==> src/hdl/assert_macros.svh <==
// Assertion macros used by the point-in-polygon controller.
`ifndef ASSERT_MACROS_SVH
`define ASSERT_MACROS_SVH

// Check a property on every rising edge of clk outside of reset.
`define ASSERT_CLK(lbl, prop, msg) \
  lbl: assert property (@(posedge clk) disable iff (rst) (prop)) else $error(msg);

// Check that an expression never holds outside of reset.
`define ASSERT_NEVER(lbl, expr, msg) \
  lbl: assert property (@(posedge clk) disable iff (rst) !(expr)) else $error(msg);

`endif

==> src/hdl/pip_pkg.sv <==
// Shared types and constants of the point-in-polygon unit.
package pip_pkg;

  // Item kinds carried on s_tuser.
  localparam logic [1:0] OP_ADD   = 2'd0;
  localparam logic [1:0] OP_CLEAR = 2'd1;
  localparam logic [1:0] OP_QUERY = 2'd2;

  // Configuration register indexes.
  localparam int CFG_IDX_W = 1;
  localparam logic [CFG_IDX_W-1:0] CFG_FRAME_WIDTH = 1'd0;
  localparam logic [CFG_IDX_W-1:0] CFG_SCALE       = 1'd1;

  // Field widths.
  localparam int COORD_W = 12;
  localparam int SCALE_W = 4;
  localparam int VX_W    = 17;
  localparam int VY_W    = 16;
  localparam int VERT_W  = VX_W + VY_W;

  // Register reset values.
  localparam logic [COORD_W-1:0] FRAME_WIDTH_RST = 12'd640;
  localparam logic [SCALE_W-1:0] SCALE_RST       = 4'd1;

  // A ring needs at least this many vertices to enclose anything.
  localparam int MIN_RING = 3;

  // Commands from the controller to the datapath.
  typedef struct packed {
    logic add;
    logic clear;
    logic start;
    logic rd_en;
  } pip_cmd_t;

  // Status from the datapath to the controller.
  typedef struct packed {
    logic small_ring;
    logic rd_last;
    logic busy;
    logic parity;
  } pip_status_t;

endpackage

==> src/hdl/pip_ram.sv <==
// Generic single-write, single-read RAM with registered read data.
module pip_ram #(
  parameter int WIDTH = 33,
  parameter int DEPTH = 64
) (
  input  logic                     clk,
  input  logic                     we,
  input  logic [$clog2(DEPTH)-1:0] waddr,
  input  logic [WIDTH-1:0]         wdata,
  input  logic                     re,
  input  logic [$clog2(DEPTH)-1:0] raddr,
  output logic [WIDTH-1:0]         rdata
);

  logic [WIDTH-1:0] mem [DEPTH];

  // Write port
  always_ff @(posedge clk) begin
    if (we) begin
      mem[waddr] <= wdata;
    end
  end

  // Registered read port
  always_ff @(posedge clk) begin
    if (re) begin
      rdata <= mem[raddr];
    end
  end

endmodule

==> src/hdl/pip_datapath.sv <==
// Datapath: config registers, vertex store, edge walk and crossing parity.
module pip_datapath #(
  parameter int MAX_VERTICES = 64
) (
  input  logic                                clk,
  input  logic                                rst,
  input  logic                                cfg_we,
  input  logic [pip_pkg::CFG_IDX_W-1:0]       cfg_addr,
  input  logic [pip_pkg::COORD_W-1:0]         cfg_data,
  input  logic [pip_pkg::COORD_W-1:0]         coord_x,
  input  logic [pip_pkg::COORD_W-1:0]         coord_y,
  input  pip_pkg::pip_cmd_t                   cmd,
  output pip_pkg::pip_status_t                status
);

  localparam int CW = $clog2(MAX_VERTICES + 1);
  localparam int AW = $clog2(MAX_VERTICES);
  localparam int VXW = pip_pkg::VX_W;
  localparam int VYW = pip_pkg::VY_W;
  localparam int PW  = VXW + VYW + 2;

  logic [pip_pkg::COORD_W-1:0] frame_width;
  logic [pip_pkg::SCALE_W-1:0] scale;
  logic [CW-1:0]               vertex_count;
  logic [CW-1:0]               rd_idx;
  logic [pip_pkg::COORD_W-1:0] px;
  logic [pip_pkg::COORD_W-1:0] py;

  // Configuration registers
  always_ff @(posedge clk) begin
    if (rst) begin
      frame_width <= pip_pkg::FRAME_WIDTH_RST;
      scale       <= pip_pkg::SCALE_RST;
    end else if (cfg_we) begin
      case (cfg_addr)
        pip_pkg::CFG_FRAME_WIDTH: frame_width <= cfg_data;
        pip_pkg::CFG_SCALE:       scale       <= cfg_data[pip_pkg::SCALE_W-1:0];
        default: ;
      endcase
    end
  end

  // Mirror and scale a new vertex
  logic signed [pip_pkg::COORD_W:0]   mirror_x;
  logic signed [VXW-1:0]              scaled_x;
  logic [pip_pkg::COORD_W+3:0]        scaled_y;
  logic                               store_full;
  logic                               wr_en;

  assign mirror_x   = $signed({1'b0, frame_width}) - $signed({1'b0, coord_x});
  assign scaled_x   = VXW'(mirror_x) * VXW'($signed({1'b0, scale}));
  assign scaled_y   = {4'd0, coord_y} * {12'd0, scale};
  assign store_full = (vertex_count == CW'(MAX_VERTICES));
  assign wr_en      = cmd.add && !store_full;

  // Vertex count
  always_ff @(posedge clk) begin
    if (rst) begin
      vertex_count <= '0;
    end else if (cmd.clear) begin
      vertex_count <= '0;
    end else if (wr_en) begin
      vertex_count <= vertex_count + CW'(1);
    end
  end

  // Latch the query point and step the read index
  always_ff @(posedge clk) begin
    if (cmd.start) begin
      px <= coord_x;
      py <= coord_y;
    end
  end

  always_ff @(posedge clk) begin
    if (rst) begin
      rd_idx <= '0;
    end else if (cmd.start) begin
      rd_idx <= '0;
    end else if (cmd.rd_en) begin
      rd_idx <= rd_idx + CW'(1);
    end
  end

  // Wrap back to vertex 0 to close the ring
  logic                           rd_last;
  logic [AW-1:0]                  raddr;
  logic [pip_pkg::VERT_W-1:0]     rdata;

  assign rd_last = (rd_idx == vertex_count);
  assign raddr   = rd_last ? '0 : rd_idx[AW-1:0];

  pip_ram #(
    .WIDTH (pip_pkg::VERT_W),
    .DEPTH (MAX_VERTICES)
  ) u_vertex_ram (
    .clk   (clk),
    .we    (wr_en),
    .waddr (vertex_count[AW-1:0]),
    .wdata ({scaled_y[VYW-1:0], scaled_x[VXW-1:0]}),
    .re    (cmd.rd_en),
    .raddr (raddr),
    .rdata (rdata)
  );

  // Pair consecutive vertices into edges
  logic                   rd_vld;
  logic                   first;
  logic                   edge_vld;
  logic [pip_pkg::VERT_W-1:0] va;
  logic [pip_pkg::VERT_W-1:0] vb;

  always_ff @(posedge clk) begin
    if (rst) begin
      rd_vld   <= 1'b0;
      edge_vld <= 1'b0;
      first    <= 1'b1;
    end else begin
      rd_vld   <= cmd.rd_en;
      edge_vld <= rd_vld && !first;
      if (cmd.start) begin
        first <= 1'b1;
      end else if (rd_vld) begin
        first <= 1'b0;
      end
    end
  end

  always_ff @(posedge clk) begin
    if (rd_vld) begin
      vb <= rdata;
      va <= vb;
    end
  end

  // Edge tests and differences
  logic signed [VXW:0]   px_s;
  logic signed [VYW:0]   py_s;
  logic signed [VXW:0]   ax;
  logic signed [VXW:0]   bx;
  logic signed [VYW:0]   ay;
  logic signed [VYW:0]   by;
  logic                  miss;
  logic                  span;
  logic                  flat;

  assign px_s = $signed({{(VXW+1-pip_pkg::COORD_W){1'b0}}, px});
  assign py_s = $signed({{(VYW+1-pip_pkg::COORD_W){1'b0}}, py});
  assign ax   = $signed({va[VXW-1], va[VXW-1:0]});
  assign bx   = $signed({vb[VXW-1], vb[VXW-1:0]});
  assign ay   = $signed({1'b0, va[pip_pkg::VERT_W-1:VXW]});
  assign by   = $signed({1'b0, vb[pip_pkg::VERT_W-1:VXW]});

  assign miss = (ax < px_s && bx < px_s) || (ay < py_s && by < py_s) ||
                (ay > py_s && by > py_s);
  assign span = ax > px_s && bx > px_s &&
                ((ay >= py_s && by <= py_s) || (ay <= py_s && by >= py_s));
  assign flat = (ay == by) && (py_s == ay);

  logic                s1_vld;
  logic                s1_decided;
  logic                s1_hit;
  logic                s1_dy_pos;
  logic signed [VXW:0] s1_d1;
  logic signed [VXW:0] s1_d2;
  logic signed [VYW:0] s1_dy;
  logic signed [VYW:0] s1_d3;

  always_ff @(posedge clk) begin
    if (rst) begin
      s1_vld <= 1'b0;
    end else begin
      s1_vld <= edge_vld;
    end
  end

  always_ff @(posedge clk) begin
    s1_decided <= miss || span || flat;
    s1_hit     <= !miss && (span || flat);
    s1_dy_pos  <= by > ay;
    s1_d1      <= px_s - ax;
    s1_d2      <= bx - ax;
    s1_dy      <= by - ay;
    s1_d3      <= py_s - ay;
  end

  // Cross products
  logic                        s2_vld;
  logic                        s2_decided;
  logic                        s2_hit;
  logic                        s2_dy_pos;
  logic signed [PW-1:0]        s2_lhs;
  logic signed [PW-1:0]        s2_rhs;

  always_ff @(posedge clk) begin
    if (rst) begin
      s2_vld <= 1'b0;
    end else begin
      s2_vld <= s1_vld;
    end
  end

  always_ff @(posedge clk) begin
    s2_decided <= s1_decided;
    s2_hit     <= s1_hit;
    s2_dy_pos  <= s1_dy_pos;
    s2_lhs     <= PW'(s1_d1) * PW'(s1_dy);
    s2_rhs     <= PW'(s1_d2) * PW'(s1_d3);
  end

  // Compare and fold into the parity
  logic hit;
  logic parity;

  always_comb begin
    if (s2_decided) begin
      hit = s2_hit;
    end else if (s2_dy_pos) begin
      hit = (s2_lhs <= s2_rhs);
    end else begin
      hit = (s2_lhs >= s2_rhs);
    end
  end

  always_ff @(posedge clk) begin
    if (rst) begin
      parity <= 1'b0;
    end else if (cmd.start) begin
      parity <= 1'b0;
    end else if (s2_vld) begin
      parity <= parity ^ hit;
    end
  end

  // Status toward the controller
  assign status.small_ring = (vertex_count < CW'(pip_pkg::MIN_RING));
  assign status.rd_last    = rd_last;
  assign status.busy       = rd_vld || edge_vld || s1_vld || s2_vld;
  assign status.parity     = parity;

endmodule

==> src/hdl/pip_ctrl.sv <==
// Controller: item decode, edge walk sequencing and result register.
`include "assert_macros.svh"

module pip_ctrl (
  input  logic                 clk,
  input  logic                 rst,
  input  logic                 s_tvalid,
  output logic                 s_tready,
  input  logic [1:0]           op,
  output logic                 m_tvalid,
  input  logic                 m_tready,
  output logic                 m_odd,
  output pip_pkg::pip_cmd_t    cmd,
  input  pip_pkg::pip_status_t status
);

  localparam logic [1:0] ST_IDLE   = 2'd0;
  localparam logic [1:0] ST_READ   = 2'd1;
  localparam logic [1:0] ST_FINISH = 2'd2;

  logic [1:0] state;
  logic [1:0] state_next;
  logic       accept;
  logic       load;

  assign s_tready = (state == ST_IDLE);
  assign accept   = s_tvalid && s_tready;
  assign load     = (state == ST_FINISH) && !status.busy && (!m_tvalid || m_tready);

  // Decode commands
  always_comb begin
    cmd.add   = accept && (op == pip_pkg::OP_ADD);
    cmd.clear = accept && (op == pip_pkg::OP_CLEAR);
    cmd.start = accept && (op == pip_pkg::OP_QUERY);
    cmd.rd_en = (state == ST_READ);
  end

  // Next state
  always_comb begin
    state_next = state;
    case (state)
      ST_IDLE: begin
        if (cmd.start) begin
          state_next = status.small_ring ? ST_FINISH : ST_READ;
        end
      end
      ST_READ: begin
        if (status.rd_last) begin
          state_next = ST_FINISH;
        end
      end
      ST_FINISH: begin
        if (load) begin
          state_next = ST_IDLE;
        end
      end
      default: state_next = ST_IDLE;
    endcase
  end

  always_ff @(posedge clk) begin
    if (rst) begin
      state <= ST_IDLE;
    end else begin
      state <= state_next;
    end
  end

  // Result register: hold until the transaction completes
  always_ff @(posedge clk) begin
    if (rst) begin
      m_tvalid <= 1'b0;
    end else if (load) begin
      m_tvalid <= 1'b1;
    end else if (m_tready) begin
      m_tvalid <= 1'b0;
    end
  end

  always_ff @(posedge clk) begin
    if (load) begin
      m_odd <= status.parity;
    end
  end

  `ASSERT_NEVER(a_idle_drained, s_tready && status.busy, "edge pipeline busy while idle")
  `ASSERT_CLK(a_rose_from_finish, $rose(m_tvalid) |-> $past(state) == ST_FINISH, "result without finish")
  `ASSERT_CLK(a_small_skip, cmd.start && status.small_ring |=> state == ST_FINISH, "small ring walked")

endmodule

==> src/hdl/point_in_polygon_even_odd_unit.sv <==
// Top level of the even-odd point-in-polygon unit.
//
//  channel  dir  handshake           payload
//  cfg      in   cfg_we              cfg_addr (register index), cfg_data
//  s        in   s_tvalid/s_tready   s_tuser = op, s_tdata = coord_x, coord_y
//  m        out  m_tvalid/m_tready   m_tdata = odd_crossings
//
// Add and clear items may follow back to back.
// A query over n >= 3 vertices makes n + 1 reads of the
// vertex RAM (the last rereads vertex 0), then waits for a four-stage edge pipeline to drain.
// A query over fewer than 3 vertices skips the reads. Reset is synchronous, no clearing pass.
// A result waiting on m_tready holds; add and clear items are still taken meanwhile.
module point_in_polygon_even_odd_unit #(
  parameter int MAX_VERTICES = 64
) (
  input  logic                          clk,
  input  logic                          rst,
  input  logic                          cfg_we,
  input  logic [pip_pkg::CFG_IDX_W-1:0] cfg_addr,
  input  logic [pip_pkg::COORD_W-1:0]   cfg_data,
  input  logic                          s_tvalid,
  output logic                          s_tready,
  input  logic [23:0]                   s_tdata,  // [11:0] coord_x, [23:12] coord_y
  input  logic [1:0]                    s_tuser,  // [1:0] op
  output logic                          m_tvalid,
  input  logic                          m_tready,
  output logic [7:0]                    m_tdata   // [0] odd_crossings, [7:1] zero
);

  pip_pkg::pip_cmd_t    cmd;
  pip_pkg::pip_status_t status;
  logic                 m_odd;

  pip_datapath #(
    .MAX_VERTICES (MAX_VERTICES)
  ) u_datapath (
    .clk      (clk),
    .rst      (rst),
    .cfg_we   (cfg_we),
    .cfg_addr (cfg_addr),
    .cfg_data (cfg_data),
    .coord_x  (s_tdata[11:0]),
    .coord_y  (s_tdata[23:12]),
    .cmd      (cmd),
    .status   (status)
  );

  pip_ctrl u_ctrl (
    .clk      (clk),
    .rst      (rst),
    .s_tvalid (s_tvalid),
    .s_tready (s_tready),
    .op       (s_tuser),
    .m_tvalid (m_tvalid),
    .m_tready (m_tready),
    .m_odd    (m_odd),
    .cmd      (cmd),
    .status   (status)
  );

  assign m_tdata = {7'd0, m_odd};

endmodule

==> config.mk <==
export PLATFORM = sky130hd
export DESIGN_NAME = point_in_polygon_even_odd_unit
export DESIGN_NICKNAME = d
export VERILOG_FILES = /design/src/hdl/pip_pkg.sv /design/src/hdl/pip_ram.sv /design/src/hdl/pip_datapath.sv /design/src/hdl/pip_ctrl.sv /design/src/hdl/point_in_polygon_even_odd_unit.sv
export VERILOG_INCLUDE_DIRS = /design/src /design/src/hdl
export SDC_FILE = /design/constraint.sdc
export NUM_CORES = 2
export LEC_CHECK = 0
export ABC_AREA = 0
export BUFFER_PORTS_ARGS = -buffer_cell sky130_fd_sc_hd__buf_2
export CAP_MARGIN = 20
export CORE_ASPECT_RATIO = 1.75
export CORE_UTILIZATION = 40
export DETAILED_ROUTE_END_ITERATION = 12
export PLACE_DENSITY = 0.63
export SETUP_SLACK_MARGIN = 0.4
export SYNTH_ARGS = -nofsm -noshare
export SYNTH_HDL_FRONTEND = slang
export SYNTH_SLANG_ARGS = --single-unit
==> constraint.sdc <==
create_clock -name clk -period 8.6 [get_ports clk]
set_input_delay 1.72 -clock clk [delete_from_list [all_inputs] [get_ports clk]]
set_output_delay 1.72 -clock clk [all_outputs]
set_load 0.1 [all_outputs]
======== Yosys cells after proc, flatten, opt, wreduce, memory -nomap -nowiden ========
Memory sizes are Yosys's and may differ from the RTL's. A register that Yosys moved wholly into a read port is not among the register bits.
Index checks and enable logic that the tools add are counted.
storage, ports and cells
  output and inout port bits .............. 10
  register bits ........................... 276
  logic and storage cells ................. 122
  bits in writable memories ............... 2112
  memories ................................ 1
  input bits .............................. 44
cells by class
  order comparisons ....................... 16
  add/sub/neg operators ................... 7
  equality and inequality tests ........... 11
  mux-type cells .......................... 12
  $mul .................................... 4
  reduce and logical (&&, ||, !) cells .... 40
  bitwise operators ....................... 2
memories
  name                         depth  width  rd ports  clocked after memory_dff  wr ports  line           RTL
  u_datapath.u_vertex_ram.mem  64     33     1         1                         1         pip_ram.sv:15  logic [WIDTH-1:0] mem [DEPTH];
operators with widths
  operator                                     number
  multiplier 18 x 17 -> 35 bit                 2
  >= comparator 35 bit                         1
  less-or-equal comparator 35 bit              1
  greater-than comparator 17 x 13 -> 1 bit     2
  < comparator 17 x 13 -> 1 bit                2
  >= comparator 16 x 12 -> 1 bit               2
  greater-than comparator 16 x 12 -> 1 bit     2
  less-or-equal comparator 16 x 12 -> 1 bit    2
  < comparator 16 x 12 -> 1 bit                2
  subtractor 13 x 17 -> 18 bit                 1
  subtractor 17 x 17 -> 18 bit                 1
  logical AND 1 bit                            17
  multiplier 13 x 5 -> 17 bit                  1
  subtractor 12 x 16 -> 17 bit                 1
  subtractor 16 x 16 -> 17 bit                 1
  equality test 13 x 16 -> 1 bit               1
  equality test 16 bit                         1
  greater-than comparator 16 bit               1
  multiplier 12 x 4 -> 16 bit                  1
  adder 7 x 1 -> 7 bit, second input constant  2
  subtractor 12 x 12 -> 13 bit                 1
  logical OR 1 bit                             10
  2-to-1 mux 2 bit                             4
  equality test 7 bit                          1
  17 further kinds                             32

======== Depth between registers and ports, before layout ========
  depth in word-level cells ............... 8
  gate-level depth with buffers ........... 25
  depth with buffers taken out ............ 24

======== Hierarchy ========
Synthesis repeated with hierarchy kept, for this count alone.
second synthesis, totals
  cells, all modules ...................... 7662
  area, all modules ....................... 119860.0 um^2
by module, submodules not included
  module                          times used  cells an instance  sequential area each (um^2)  area an instance (um^2)
  pip_ram                         1           3598               64411.8                      81523.2
  pip_datapath                    1           4029               6346.1                       38055.2
  pip_ctrl                        1           26                 90.1                         217.7
  point_in_polygon_even_odd_unit  1           9                  0.0                          63.8

======== Least setup slack after synthesis ========
No wires, ideal clock.
  kind .................................... input-to-reg
  start point ............................. input port s_tdata[0]
  end point ............................... memory u_datapath.u_vertex_ram.mem[0][16] (data pin)
  setup slack ............................. 0.267 ns
  cell stages on the path ................. 19
  setup time .............................. 0.567 ns
  data arrival time ....................... 7.766 ns
  cells stage by stage .................... ha_1 > inv_1 > fa_1 > a21o_1 > a21o_1 > a21oi_1 > o21bai_1 > a21o_1 > a41o_1 > o41ai_1 > nand2_1 > fa_1 > inv_1 > fa_1 > ha_1 > or3_1 > nor3_1 > o31ai_1 > xnor2_1
between the ends
  cells in the longest elaborated chain, start to end .. 2
RTL lines
  item                          line                                  RTL
  start, declared               point_in_polygon_even_odd_unit.sv:23  input logic [23:0] s_tdata,
  subtractor 12 x 12 -> 13 bit  pip_datapath.sv:50                    assign mirror_x = $signed({1'b0, frame_width}) - $signed({1'b0, coord_x});
  multiplier 13 x 5 -> 17 bit   pip_datapath.sv:51                    assign scaled_x = VXW'(mirror_x) * VXW'($signed({1'b0, scale}));
  via u_datapath.scaled_x[16]   pip_datapath.sv:45                    logic signed [VXW-1:0] scaled_x;
  end, declared                 pip_ram.sv:15
The timed path passes the listed nets, and every way through them passes these cells.

======== Final worst setup path ========
  start point ............................. register u_datapath.s1_dy[8]
  end point ............................... register u_datapath.s2_lhs[32]
between the ends
  cells in the longest elaborated chain, start to end .. 1
RTL lines
  item                          line                 RTL
  start, declared               pip_datapath.sv:166  logic signed [VYW:0] s1_dy;
  start signal, assigned        pip_datapath.sv:183  s1_dy <= by - ay;
  multiplier 18 x 17 -> 35 bit  pip_datapath.sv:207  s2_lhs <= PW'(s1_d1) * PW'(s1_dy);
  end signal, assigned          pip_datapath.sv:207
  end, declared                 pip_datapath.sv:192  logic signed [PW-1:0] s2_lhs;
Every way passes these cells.
A chain may end at the register's enable or synchronous reset.

==> metrics.cfg <==
[critical_path]
critPathMaxFanout = 18
worstSetupEndpointType = flop
crit_arrival_ps = 8000
start_kind = flop
worstPathRequired_ps = 9260
worstSetupPathType = reg2reg

[die]
die_y_um = 734
io_pins = 54
fp-row-count = 268
die_w_um = 420
coreArea_um2 = 304000
die_area_um2 = 308000
initial_utilization_pct = 40.2

[sta]
final.min_clock_period_ps = 7340
rsz0062_at_grt = no
max_freq_mhz = 136
slew_viol_final = 0
tightest_slew_ps = 1320
slew-limit-headroom_pct = 12.2
post-route-period-util_pct = 85.4
finalSetupTns_ps = 0
fin_skew_ps = 117
finalSetupViolCount = 0
hold_viol_final = 0

[global_route]
grtUsageTotal_pct = 24.0
overflow = 0
grt_max_degree = 175
grt_pass1_wl_um = 539000
grt_pass1_vias = 80300
antenna_found_initial = 26

[status]
status = finished, final reports clean

[synthesis]
yosys-mux-area-fraction_pct = 2.67
synth_top_family_by_area = adder cells
yosys_warnings = 0
synth-seq-cells = 2421
yosys.area_share.adder_pct = 14.6
synthSimpleGateAreaFrac_pct = 9.86
synth-xor-area-share_pct = 1.27
synth_top_flop_cell = edfxtp_1
synth_area_um2 = 122000
yosysUniqueCellTypes = 79
async_reset_ff_share_pct = 0
synth_area_per_cell_um2 = 12.6
synth_compound_area_share_pct = 9.01
synth_edf_count = 2236
ys_seq_area_share_pct = 57.9
syn_inst = 9715

[place]
postPlaceCellArea_um2 = 128000
dp.final_hpwl_um = 238000
io_buffers = 46
gp_congestion = 0.926

[clock_network]
cts_buffer_depth = 4
clock-sinks = 2421
cts_setup_buffers = 0
clkTransAtPathRegs_ps = 70
htreeDepth = 4
cts_buffers = 208
cts_root_buf = clkbuf_16
cts_tree = yes
cts_resized = 0
hold_buffers = 0
clock_latency_ps = 910

[cells_and_area]
fin_util_pct = 44.3
design_area_um2 = 135000
multi_input_area_um2 = 46800
syn2layout_area_growth_pct = 10.2
fillers = 27500
regArea_um2 = 70900
nets = 10700
drive_gt1_share_pct = 7.94

[drt]
avgRoutedWirePerCell_um = 26.9
routed_wl_um = 375000
drcViolationCount = 0
firstDrtPassIters = 8
vias = 79000
vias_per_cell = 5.67
drt_iter0_drc = 7394
ant_nets = 0

[pwr]
power-per-cell-area_nw_per_um2 = 235
ir_drop_mv = 0.345
p_leak_uw = 0.0499
total_power_uw = 31700

[flow_run]
maxCapViolations = 0

[worst_hold_path]
worstHoldPathType = reg2reg

## flip-flops by register name, summed over array words and instances (netlist names), 2 cells and up
signal and flops:
u_datapath.u_vertex_ram.mem 2112, u_datapath.s2_lhs 35, u_datapath.s2_rhs 35, u_datapath.u_vertex_ram.rdata 33
u_datapath.va 33, u_datapath.vb 33, u_datapath.s1_d1 18, u_datapath.s1_d2 18
u_datapath.s1_d3 17, u_datapath.s1_dy 17, u_datapath.frame_width 12, u_datapath.px 12
u_datapath.py 12, u_datapath.rd_idx 7, u_datapath.vertex_count 7, u_datapath.scale 4
u_ctrl.state 2
## power breakdown
group	leakage (uW)	internal, uW	total (uW)	switching [uW]
Sequential	0.0220	14000	14100	125
Combinational	0.0246	2640	7960	5320
Clock	0.00329	5200	9570	4370
## area by class of cell
type | instances | share of cell area (%)
Timing Repair Buffer | 268 | 1.57
Multi-Input combinational cell | 5879 | 34.7
Tap cell | 4050 | 3.76
Antenna cell | 29 | 0.0538
Sequential cell | 2421 | 52.5
Clock inverter | 121 | 0.918
Inverter | 896 | 2.49
Clock buffer | 253 | 4.04
## per-layer routing
layer | routed length (um) | global-route usage, % | vias to the layer above
met1 | 123000 | 25.1 | 40300
met5 | 86 | 0 | -
met2 | 195000 | 43.7 | 3418
met4 | 32900 | 17.9 | 12
li1 | - | - | 34200
met3 | 23800 | 2.82 | 1059
## per-stage QoR
| stage | hold WS, ps | worst slack [ps] | std cells |
|---|---|---|---|
| detailed placement | 318 | 671 | 13500 |
| CTS | 333 | 1280 | 13900 |
| floorplan | 310 | 428 | 9721 |
| global route | 341 | 962 | 13900 |
| global placement | 317 | 560 | 13500 |
| finish | 331 | 1260 | 13900 |
## worst max-delay path: stages, from the launching register on
cell and delay [ps]:
dfxtp_1 1040, nand2_1 200, fa_1 590, inv_1 50
fa_1 500, inv_1 60, fa_1 530, inv_1 50
fa_1 500, fa_1 520, inv_1 50, fa_1 490
inv_1 50, ha_1 380, nand3_1 190, o221ai_1 300
or4_1 170, a21oi_1 70, o31ai_1 650, a21o_1 220
nand2_1 70, xnor2_1 440
## cells in the final DEF, fill, tap and decap left out, types with 22 or more instances in the layout
cell type | Yosys | routed
a211oi_1 | 156 | 156
a21o_1 | 67 | 67
a21oi_1 | 472 | 470
a311oi_1 | 27 | 26
a31oi_1 | 165 | 165
and2_1 | 365 | 360
and3_1 | 52 | 52
buf_2 | 172 | 47
buf_4 | 33 | 201
bufinv_16 | 0 | 22
clkbuf_1 | 271 | 40
clkbuf_16 | 0 | 211
clkinv_1 | 0 | 33
clkinv_2 | 0 | 39
dfxtp_1 | 185 | 182
diode_2 | 0 | 29
edfxtp_1 | 2236 | 2236
fa_1 | 673 | 671
ha_1 | 356 | 352
inv_1 | 896 | 896
mux2_2 | 50 | 50
mux2i_1 | 236 | 236
nand2_1 | 1070 | 1067
nand2b_1 | 39 | 37
nand3_1 | 230 | 229
nand4_1 | 25 | 25
nor2_1 | 534 | 467
nor2_4 | 0 | 65
nor2b_1 | 153 | 151
nor3_1 | 82 | 79
o211ai_1 | 79 | 79
o21a_1 | 25 | 25
o21ai_0 | 386 | 385
o221ai_1 | 119 | 119
o22ai_1 | 80 | 79
xnor2_1 | 135 | 115
xor2_1 | 40 | 35
## synth_stat cells, types with 156 or more instances
library cell  instances  area, um2
edfxtp_1           2236      67100
nand2_1            1070       4020
inv_1               896       3360
fa_1                673      13500
nor2_1              534       2000
a21oi_1             472       2360
o21ai_0             386       1930
and2_1              365       2280
ha_1                356       4450
clkbuf_1            271       1020
mux2i_1             236       2360
nand3_1             230       1150
dfxtp_1             185       3700
buf_2               172        861
a31oi_1             165       1030
a211oi_1            156       1170
## path summary, 6_finish.rpt
check | start | end | slack, ps | cells past startpoint
setup reg to reg | u_datapath.s1_dy[8] | u_datapath.s2_lhs[32] | 1260 | 21
setup / recovery | u_datapath.s1_dy[8] | u_datapath.s2_lhs[32] | 1260 | 21
hold / removal | u_datapath.s1_decided | u_datapath.s2_decided | 330 | 0
hold reg to reg | u_datapath.s1_decided | u_datapath.s2_decided | 330 | 0
## cell families after synthesis
family	count (synthesis)
adders and majority gates	1029
DFF	2421
other	1
buffers and inverters	1421
AOI/OAI and AO/OA	1747
xor gates and xnor gates	176
and+or+nand+nor	2619
muxes	301
Note: power is estimated with default switching activity, not from simulation.
